--- src/sv/clipped_bresenham_line_plotter_assert.svh ---
// Assertion macros shared by the line plotter RTL.
`ifndef CLIPPED_BRESENHAM_LINE_PLOTTER_ASSERT_SVH
`define CLIPPED_BRESENHAM_LINE_PLOTTER_ASSERT_SVH

// Checked on every rising edge of clk, ignored while reset is asserted.
`define CBLP_ASSERT(lbl, prop, msg) \
	lbl: assert property (@(posedge clk) disable iff (!arst_n) prop) else $error(msg);

// Checked on every rising edge of clk, reset included.
`define CBLP_ASSERT_ALWAYS(lbl, prop, msg) \
	lbl: assert property (@(posedge clk) prop) else $error(msg);

`endif

--- src/sv/clbp_pkg.sv ---
// Types, codes and constants shared by the line plotter modules.
package clbp_pkg;

	localparam int COORD_BITS_DEF = 16;
	localparam int CFG_IDX_W = 3;
	localparam int CFG_DATA_W = 18;

	localparam logic [2:0] BYTES_THREE = 3'd3;
	localparam logic [2:0] BYTES_FOUR = 3'd4;

	typedef enum logic {
		OP_START = 1'b0,
		OP_ADVANCE = 1'b1
	} op_t;

	typedef enum logic [CFG_IDX_W-1:0] {
		REG_SCREEN_WIDTH = 3'd0,
		REG_SCREEN_HEIGHT = 3'd1,
		REG_ROW_PITCH = 3'd2,
		REG_THREE_BYTE = 3'd3,
		REG_BGR_ORDER = 3'd4,
		REG_BUFFER_READY = 3'd5
	} cfg_reg_t;

	typedef struct packed {
		logic [14:0] screen_width;
		logic [14:0] screen_height;
		logic [17:0] row_pitch_bytes;
		logic three_byte_pixels;
		logic bgr_order;
		logic buffer_ready;
	} cfg_t;

	typedef struct packed {
		logic idle;
		logic done;
	} pix_flags_t;

endpackage

--- src/sv/clipped_bresenham_line_plotter.sv ---
// Clipped Bresenham line plotter top level with handshake and configuration registers.
//
// Input channel: in_valid/in_stall carry one command per transfer. opcode start
// loads the endpoints and colour and yields the first pixel; opcode advance takes
// one Bresenham step and yields the next pixel, or an idle result with line_done
// set when no line is active. Every command yields exactly one result.
// Output channel: out_valid/out_stall carry one pixel write per transfer.
// Path: an accepted command is registered in the first stage and then in the output
// register, which presents it on out_valid.
// Throughput: one command per cycle while the receiver does not stall; the two-stage
// pipeline keeps accepting while a result waits.
// When the receiver stalls, the output register and then the first stage fill,
// and in_stall rises only once both hold an item.
// Configuration: cfg_valid/cfg_ready write one register per transfer, cfg_ready
// is always high; write only while no command is in flight.
// Reset clears the valid flags, configuration and line state; the block is then idle.
module clipped_bresenham_line_plotter #(
	parameter int COORD_BITS = clbp_pkg::COORD_BITS_DEF
) (
	input  logic clk,
	input  logic arst_n,
	input  logic in_valid,
	output logic in_stall,
	input  logic opcode,
	input  logic signed [15:0] start_x,
	input  logic signed [15:0] start_y,
	input  logic signed [15:0] end_x,
	input  logic signed [15:0] end_y,
	input  logic [23:0] color_rgb,
	output logic out_valid,
	input  logic out_stall,
	output logic write_enable,
	output logic signed [15:0] pixel_x,
	output logic signed [15:0] pixel_y,
	output logic [33:0] byte_offset,
	output logic [31:0] pixel_word,
	output logic [2:0] write_bytes,
	output logic line_done,
	input  logic cfg_valid,
	output logic cfg_ready,
	input  logic [clbp_pkg::CFG_IDX_W-1:0] cfg_index,
	input  logic [clbp_pkg::CFG_DATA_W-1:0] cfg_data
);
	import clbp_pkg::*;

	`include "clipped_bresenham_line_plotter_assert.svh"

	cfg_t cfg_q;
	logic valid_s1_q, valid_s2_q;
	logic adv2, load1, load2;
	logic signed [COORD_BITS-1:0] x_s1, y_s1;
	pix_flags_t flags_s1;
	logic [23:0] color_s1;

	assign cfg_ready = 1'b1;
	assign adv2 = !valid_s2_q || !out_stall;
	assign in_stall = valid_s1_q && !adv2;
	assign load1 = in_valid && !in_stall;
	assign load2 = valid_s1_q && adv2;
	assign out_valid = valid_s2_q;

	always_ff @(posedge clk or negedge arst_n) begin
		if (!arst_n) begin
			valid_s1_q <= 1'b0;
			valid_s2_q <= 1'b0;
		end else begin
			if (load1) begin
				valid_s1_q <= 1'b1;
			end else if (adv2) begin
				valid_s1_q <= 1'b0;
			end
			if (adv2) begin
				valid_s2_q <= valid_s1_q;
			end
		end
	end

	always_ff @(posedge clk or negedge arst_n) begin
		if (!arst_n) begin
			cfg_q <= '0;
		end else if (cfg_valid && cfg_ready) begin
			case (cfg_reg_t'(cfg_index))
				REG_SCREEN_WIDTH: cfg_q.screen_width <= cfg_data[14:0];
				REG_SCREEN_HEIGHT: cfg_q.screen_height <= cfg_data[14:0];
				REG_ROW_PITCH: cfg_q.row_pitch_bytes <= cfg_data[17:0];
				REG_THREE_BYTE: cfg_q.three_byte_pixels <= cfg_data[0];
				REG_BGR_ORDER: cfg_q.bgr_order <= cfg_data[0];
				REG_BUFFER_READY: cfg_q.buffer_ready <= cfg_data[0];
				default: cfg_q <= cfg_q;
			endcase
		end
	end

	clbp_step #(
		.COORD_BITS(COORD_BITS)
	) u_step (
		.clk(clk),
		.arst_n(arst_n),
		.load(load1),
		.opcode(opcode),
		.start_x(start_x),
		.start_y(start_y),
		.end_x(end_x),
		.end_y(end_y),
		.color_rgb(color_rgb),
		.x_s1(x_s1),
		.y_s1(y_s1),
		.flags_s1(flags_s1),
		.color_s1(color_s1)
	);

	clbp_fmt #(
		.COORD_BITS(COORD_BITS)
	) u_fmt (
		.clk(clk),
		.load(load2),
		.x_s1(x_s1),
		.y_s1(y_s1),
		.flags_s1(flags_s1),
		.color_s1(color_s1),
		.cfg(cfg_q),
		.write_enable_s2(write_enable),
		.pixel_x_s2(pixel_x),
		.pixel_y_s2(pixel_y),
		.byte_offset_s2(byte_offset),
		.pixel_word_s2(pixel_word),
		.write_bytes_s2(write_bytes),
		.line_done_s2(line_done)
	);

	// The input side may only be held off when both pipeline stages are occupied.
	`CBLP_ASSERT_ALWAYS(a_stall_only_full, in_stall |-> (valid_s1_q && valid_s2_q && out_stall), "in_stall raised with a free stage")
	// An accepted command always lands in the first stage.
	`CBLP_ASSERT(a_accept_fills_s1, (in_valid && !in_stall) |=> valid_s1_q, "accepted command lost before the first stage")
	// A first-stage item moves on when the output register is empty.
	`CBLP_ASSERT(a_s1_to_s2, (valid_s1_q && !valid_s2_q) |=> valid_s2_q, "first-stage item did not reach the output register")
	// A pixel that is written lies at non-negative coordinates.
	`CBLP_ASSERT(a_we_on_screen, (out_valid && write_enable) |-> (!pixel_x[15] && !pixel_y[15]), "write enabled for a negative coordinate")

endmodule

--- src/sv/clbp_step.sv ---
// Bresenham line state and the first pipeline stage holding the emitted pixel.
module clbp_step #(
	parameter int COORD_BITS = clbp_pkg::COORD_BITS_DEF
) (
	input  logic clk,
	input  logic arst_n,
	input  logic load,
	input  logic opcode,
	input  logic signed [15:0] start_x,
	input  logic signed [15:0] start_y,
	input  logic signed [15:0] end_x,
	input  logic signed [15:0] end_y,
	input  logic [23:0] color_rgb,
	output logic signed [COORD_BITS-1:0] x_s1,
	output logic signed [COORD_BITS-1:0] y_s1,
	output clbp_pkg::pix_flags_t flags_s1,
	output logic [23:0] color_s1
);
	import clbp_pkg::*;

	localparam int C = COORD_BITS;
	localparam int EW = COORD_BITS + 3;

	typedef logic signed [C-1:0] crd_t;
	typedef logic signed [EW-1:0] err_t;

	crd_t cur_x_q, cur_y_q, tgt_x_q, tgt_y_q;
	logic [C-1:0] abs_dx_q;
	logic signed [C:0] neg_abs_dy_q;
	logic step_x_neg_q, step_y_neg_q, line_active_q;
	err_t error_q;
	logic [23:0] color_q;

	crd_t sx, sy, tx, ty;
	logic signed [C:0] dx, dy;
	logic [C-1:0] adx;
	logic signed [C:0] nady;
	err_t err_start, adx_e, nady_e, err_adv;
	logic signed [EW:0] e2;
	logic mx, my;
	crd_t nx_adv, ny_adv;

	crd_t cur_x_n, cur_y_n, tgt_x_n, tgt_y_n;
	logic [C-1:0] abs_dx_n;
	logic signed [C:0] neg_abs_dy_n;
	logic step_x_neg_n, step_y_neg_n, line_active_n;
	err_t error_n;
	logic [23:0] color_n;
	pix_flags_t flags_n;

	always_comb begin
		sx = crd_t'(start_x);
		sy = crd_t'(start_y);
		tx = crd_t'(end_x);
		ty = crd_t'(end_y);
		dx = (C+1)'(tx) - (C+1)'(sx);
		dy = (C+1)'(ty) - (C+1)'(sy);
		adx = C'(dx[C] ? -dx : dx);
		nady = dy[C] ? dy : -dy;
		err_start = EW'(signed'({1'b0, adx})) + EW'(nady);

		adx_e = EW'(signed'({1'b0, abs_dx_q}));
		nady_e = EW'(neg_abs_dy_q);
		e2 = signed'({error_q, 1'b0});
		mx = e2 >= (EW+1)'(nady_e);
		my = e2 <= (EW+1)'(adx_e);
		err_adv = error_q + (mx ? nady_e : err_t'(0)) + (my ? adx_e : err_t'(0));
		nx_adv = cur_x_q + (mx ? (step_x_neg_q ? crd_t'(-1) : crd_t'(1)) : crd_t'(0));
		ny_adv = cur_y_q + (my ? (step_y_neg_q ? crd_t'(-1) : crd_t'(1)) : crd_t'(0));
	end

	always_comb begin
		cur_x_n = cur_x_q;
		cur_y_n = cur_y_q;
		tgt_x_n = tgt_x_q;
		tgt_y_n = tgt_y_q;
		abs_dx_n = abs_dx_q;
		neg_abs_dy_n = neg_abs_dy_q;
		step_x_neg_n = step_x_neg_q;
		step_y_neg_n = step_y_neg_q;
		error_n = error_q;
		color_n = color_q;
		line_active_n = line_active_q;
		flags_n = '{idle: 1'b1, done: 1'b1};
		if (opcode == OP_START) begin
			cur_x_n = sx;
			cur_y_n = sy;
			tgt_x_n = tx;
			tgt_y_n = ty;
			abs_dx_n = adx;
			neg_abs_dy_n = nady;
			step_x_neg_n = !(sx < tx);
			step_y_neg_n = !(sy < ty);
			error_n = err_start;
			color_n = color_rgb;
			flags_n.idle = 1'b0;
			flags_n.done = (sx == tx) && (sy == ty);
			line_active_n = !flags_n.done;
		end else if (line_active_q) begin
			cur_x_n = nx_adv;
			cur_y_n = ny_adv;
			error_n = err_adv;
			flags_n.idle = 1'b0;
			flags_n.done = (nx_adv == tgt_x_q) && (ny_adv == tgt_y_q);
			line_active_n = !flags_n.done;
		end
	end

	always_ff @(posedge clk or negedge arst_n) begin
		if (!arst_n) begin
			cur_x_q <= '0;
			cur_y_q <= '0;
			tgt_x_q <= '0;
			tgt_y_q <= '0;
			abs_dx_q <= '0;
			neg_abs_dy_q <= '0;
			step_x_neg_q <= 1'b0;
			step_y_neg_q <= 1'b0;
			error_q <= '0;
			color_q <= '0;
			line_active_q <= 1'b0;
		end else if (load) begin
			cur_x_q <= cur_x_n;
			cur_y_q <= cur_y_n;
			tgt_x_q <= tgt_x_n;
			tgt_y_q <= tgt_y_n;
			abs_dx_q <= abs_dx_n;
			neg_abs_dy_q <= neg_abs_dy_n;
			step_x_neg_q <= step_x_neg_n;
			step_y_neg_q <= step_y_neg_n;
			error_q <= error_n;
			color_q <= color_n;
			line_active_q <= line_active_n;
		end
	end

	always_ff @(posedge clk) begin
		if (load) begin
			x_s1 <= cur_x_n;
			y_s1 <= cur_y_n;
			flags_s1 <= flags_n;
			color_s1 <= color_n;
		end
	end

endmodule

--- src/sv/clbp_fmt.sv ---
// Clipping, byte offset and pixel word formatting into the result register.
module clbp_fmt #(
	parameter int COORD_BITS = clbp_pkg::COORD_BITS_DEF
) (
	input  logic clk,
	input  logic load,
	input  logic signed [COORD_BITS-1:0] x_s1,
	input  logic signed [COORD_BITS-1:0] y_s1,
	input  clbp_pkg::pix_flags_t flags_s1,
	input  logic [23:0] color_s1,
	input  clbp_pkg::cfg_t cfg,
	output logic write_enable_s2,
	output logic signed [15:0] pixel_x_s2,
	output logic signed [15:0] pixel_y_s2,
	output logic [33:0] byte_offset_s2,
	output logic [31:0] pixel_word_s2,
	output logic [2:0] write_bytes_s2,
	output logic line_done_s2
);
	import clbp_pkg::*;

	localparam int UW = (COORD_BITS > 15) ? COORD_BITS : 15;

	logic [UW-1:0] xu, yu;
	logic on;
	logic [14:0] x15, y15;
	logic [32:0] prod;
	logic [16:0] xb;
	logic [33:0] off;
	logic [31:0] word;

	always_comb begin
		xu = UW'($unsigned(x_s1));
		yu = UW'($unsigned(y_s1));
		on = !flags_s1.idle && cfg.buffer_ready &&
			!x_s1[COORD_BITS-1] && !y_s1[COORD_BITS-1] &&
			(xu < UW'(cfg.screen_width)) && (yu < UW'(cfg.screen_height));
		x15 = xu[14:0];
		y15 = yu[14:0];
		prod = 33'(y15) * 33'(cfg.row_pitch_bytes);
		xb = cfg.three_byte_pixels ? (17'({x15, 1'b0}) + 17'(x15)) : {x15, 2'b00};
		off = on ? (34'(prod) + 34'(xb)) : '0;
		if (flags_s1.idle) begin
			word = '0;
		end else if (cfg.bgr_order) begin
			word = {8'h00, color_s1};
		end else begin
			word = {8'h00, color_s1[7:0], color_s1[15:8], color_s1[23:16]};
		end
	end

	always_ff @(posedge clk) begin
		if (load) begin
			write_enable_s2 <= on;
			pixel_x_s2 <= flags_s1.idle ? 16'sd0 : 16'(x_s1);
			pixel_y_s2 <= flags_s1.idle ? 16'sd0 : 16'(y_s1);
			byte_offset_s2 <= off;
			pixel_word_s2 <= word;
			write_bytes_s2 <= cfg.three_byte_pixels ? BYTES_THREE : BYTES_FOUR;
			line_done_s2 <= flags_s1.done;
		end
	end

endmodule

--- config.mk ---
export PLATFORM = sky130hd
export DESIGN_NAME = clipped_bresenham_line_plotter
export DESIGN_NICKNAME = d
export VERILOG_FILES = /design/src/sv/clbp_pkg.sv /design/src/sv/clipped_bresenham_line_plotter.sv /design/src/sv/clbp_step.sv /design/src/sv/clbp_fmt.sv
export VERILOG_INCLUDE_DIRS = /design/src /design/src/sv
export SDC_FILE = /design/constraint.sdc
export NUM_CORES = 2
export LEC_CHECK = 0
export BUFFER_PORTS_ARGS = -buffer_cell sky130_fd_sc_hd__buf_2
export CORE_MARGIN = 3
export CORE_UTILIZATION = 60
export CTS_CLUSTER_SIZE = 16
export DETAILED_ROUTE_END_ITERATION = 16
export GPL_TIMING_DRIVEN = 1
export HOLD_SLACK_MARGIN = 0.05
export PLACE_DENSITY_LB_ADDON = 0.12
export SETUP_SLACK_MARGIN = 0.4
export SLEW_MARGIN = 10
export SYNTH_ARGS = -nofsm -noshare
export SYNTH_HDL_FRONTEND = slang
export SYNTH_SLANG_ARGS = --single-unit
--- constraint.sdc ---
create_clock -name clk -period 24.2 [get_ports clk]
set_clock_uncertainty 0.2 [all_clocks]
set_input_delay 1.21 -clock clk [delete_from_list [all_inputs] [get_ports clk]]
set_output_delay 1.21 -clock clk [all_outputs]
set_load 0.02 [all_outputs]
==> PnR_summary.wiki <==
{| class="wikitable"
! Metric !! Value
|-
| Result of the run || finished, final reports clean
|-
| Area occupied by registers || 0.009470 sq mm
|-
| Number of warnings printed during yosys synthesis || 0
|-
| Mapped cell area || about 0.032 sq mm
|-
| Met1 track demand over resource in global routing || between 40 and 50%
|-
| Area growth from synthesis to final layout || 9.083%
|-
| Critical path start-end classification || reg -> reg
|-
| Count of buffering cells on the critical path with inverters included || 2
|-
| Remaining number of nets flagged by the antenna check after routing || 0
|-
| Cell at the root of the clock tree || sky130_fd_sc_hd__clkbuf_16
|-
| Number of flops mapped to enable cells by yosys || 152
|-
| Global-route wire length before repair || 137900 um
|-
| Ratio of final minimum period to clock period || 33.16%
|-
| Via/cell ratio || 5.916
|-
| RSZ-0062 raised after global routing || false
|-
| Remaining Overflow, GRT || 0
|-
| Max Clk Rate || 124.6 MHz
|-
| Maximum number of pins on one net before global-route repair || 79
|-
| Clock Sink Count || 348
|-
| Slowest cell on the critical path || sky130_fd_sc_hd__fa_1
|-
| Die X || 236.7 um
|-
| Final-report max-slew violation count || 0
|-
| Area of the core || 0.05203 sq mm
|-
| Starting density of the core || 61.40%
|-
| Total die area || 0.05605 sq mm
|-
| Starting DRT DRC Count || 1909
|-
| Fraction of layout instances using a drive strength above 1 || 12.12%
|-
| Main flop type after synthesis || sky130_fd_sc_hd__dfrtp_1
|-
| Number of buffers created by CTS || 40
|-
| Row count || 83
|-
| Top post-synthesis cells by count || 459 x sky130_fd_sc_hd__inv_1, 443 x sky130_fd_sc_hd__nand2_1, 277 x sky130_fd_sc_hd__ha_1, 245 x sky130_fd_sc_hd__fa_1, 196 x sky130_fd_sc_hd__dfrtp_1
|-
| GR Util All Layers || a little over 30%
|-
| Worst EP required || between 20 and 25 ns
|-
| Post-synthesis async set-or-reset flop share || between 50% and 60%
|-
| Worst Setup Start Kind || register
|-
| Cell taking the most area after synthesis || sky130_fd_sc_hd__fa_1
|-
| Period minus WS final || 8.025 ns
|-
| Buffer count from post-CTS setup fixing || 0
|-
| Count of cell types in the netlist || 82
|-
| Met3 layer usage reported by global route || ~4.7%
|-
| Worst Max-Slew Pin Slew || 1.190 ns
|-
| Met2 GRT Util || roughly half
|-
| Chip height || 236.7 um
|-
| Yosys reg bits || 348
|-
| WL final || roughly 87000 um
|-
| Crit path arrival time || 8.14 ns
|-
| GP Congestion || 0.9625
|-
| Residual DRC count || 0
|-
| Most instantiated library cell after synthesis || sky130_fd_sc_hd__inv_1
|-
| Max Fanout on Critical Path || 6
|-
| Crit end category || register
|-
| Mean instance size in the synthesized netlist || between 9 and 10 sq um
|-
| Final count of negative-setup-slack endpoints || 0
|-
| Hold buffers post-CTS || 0
|-
| TritonRoute pass-1 iters || 6
|-
| Delay of the slowest cell on the worst path || 0.52 ns
|-
| Number of fill cells in the layout || 4229
|-
| Number of ports placed on the die boundary || 221
|-
| DP HPWL || 67710 um
|-
| Vias in the first global route || ~26000
|-
| HP Class || reg -> reg
|-
| Relative slew slack || 20.70%
|-
| Clock latency reported for the late side of the worst-skew pair || about 0.60 ns
|-
| Initial antenna violation count || 1
|-
| Cell class contributing the biggest share of worst-path delay || compound AO/OA/AOI/OAI gates
|-
| H-Tree Level Count || 2
|-
| Wire length per cell || 20.49 um
|-
| Yosys top cell area share || 15.35%
|-
| Total of max-cap violations || 0
|-
| Critical path's most frequent cell || sky130_fd_sc_hd__a21oi_1
|-
| TritonCTS clock tree || built
|-
| Port bufs || 211
|-
| Global-route layer with the greatest usage || met2
|-
| Number of gates resized after CTS || 0
|-
| Clock input transition at the sequential cells of the worst setup and hold paths || roughly 0.06 ns
|-
| Sequential fraction of the synthesis area || 29.64%
|-
| Max Buffers Root-to-Sink || 3
|-
| Number of vias in the routed layout || 25220
|-
| Multi-input logic area || 0.02023 sq mm
|-
| Nets@finish || 4188
|-
| Post-route setup TNS || 0 ns
|-
| Cell types with the largest area share after synthesis || sky130_fd_sc_hd__fa_1 15%, sky130_fd_sc_hd__dfrtp_1 15%, sky130_fd_sc_hd__edfxtp_1 14%
|-
| Number of failing hold endpoints at the final stage || 0
|-
| Synthesized instance count || 3419
|}
[stage by stage]
step / utilization [%] / setup slack [ns] / hold WS [ns] / area [sq um] / std cells
after floorplan: - / 15.28 / 0.2003 / 31970 / 3426
after global placement: 64.39 / 16.60 / 0.2008 / 33500 / 4189
after detailed placement: 64.39 / 16.39 / 0.2083 / 33500 / 4189
after CTS: 66.97 / 16.32 / 0.2232 / 34840 / 4262
after global routing: 66.98 / 15.75 / 0.2426 / 34850 / 4263
final: 66.98 / 16.17 / 0.2187 / 34850 / 4263
[layout make-up]
type | instances | share of cell area, %
diodes | 1 | 0.007181
clock buffers | 48 | 2.959
clock inverters | 25 | 0.8940
inverters | 461 | 4.973
multi-input cells | 2469 | 58.06
flip-flops and latches | 348 | 27.18
well taps | 680 | 2.442
repair buffers | 231 | 3.494
[flip-flops by register name, indices dropped and copies added, names as in the netlist, 17 cells and up]
signal / count
u_step.neg_abs_dy_q: 17
cfg_q: 51
u_fmt.byte_offset_s2: 34
u_step.color_s1: 24
u_fmt.pixel_word_s2: 24
u_step.color_q: 24
u_step.error_q: 19
[worst reg2reg max path, delay by kind of cell, from the launching register on]
kind / cells / cell delay [ns]
flops: 1 / 0.50
buf+inv: 2 / 0.10
simple gates: 2 / 0.17
fa+ha+maj: 6 / 2.56
compound gates: 17 / 4.04
xor+xnor: 1 / 0.16
[layer usage]
layer,share of wire (%),wire length [um]
met1,41,35850
met2,48,41510
met3,7.1,6204
met4,4.3,3767
met5,0,0
[layout by cell type (no fill, tap or decap), drive strengths merged, types with 40 or more instances in the layout]
cell,n
xnor2,100
ha,277
xor2,84
and2,134
fa,245
nor2b,56
buf,230
inv,462
o21ai,135
mux2,111
nand2,443
edfxtp,152
clkbuf,49
nor2,180
mux2i,47
a21o,43
a21oi,187
nand3,40
dfrtp,196
[cells by family after synthesis]
kind of cell | Yosys count | synth area share, %
buffers and inverters | 609 | 7.328
and+or+nand+nor | 1019 | 15.07
AOI/OAI and AO/OA | 576 | 11.22
adders and majority gates | 522 | 26.20
xor gates and xnor gates | 185 | 5.115
other | 2 | 0.02351
DFF | 348 | 29.64
muxes | 158 | 5.397
[path summary, 6_finish.rpt]
check                                        startpoint                                endpoint  slack (ns)  cells past startpoint
max                            u_step.x_s1[1]$_DFFE_PP_  u_fmt.byte_offset_s2[30]$_SDFFCE_PN0P_       16.17                     28
max reg2reg                    u_step.x_s1[1]$_DFFE_PP_  u_fmt.byte_offset_s2[30]$_SDFFCE_PN0P_       16.17                     28
min reg2reg                u_step.flags_s1[0]$_DFFE_PP_            u_fmt.line_done_s2$_DFFE_PP_        0.22                      0
min                        u_step.flags_s1[0]$_DFFE_PP_            u_fmt.line_done_s2$_DFFE_PP_        0.22                      0
min in group asynchronous                        arst_n           u_step.tgt_x_q[2]$_DFFE_PN0P_        0.45                      1
max in group asynchronous                        arst_n                   cfg_q[18]$_DFFE_PN0P_       21.91                      2
Power is left out: the tool's default activity adds up to more than one toggle a clock period on the data nets, which glitch-free logic cannot reach.
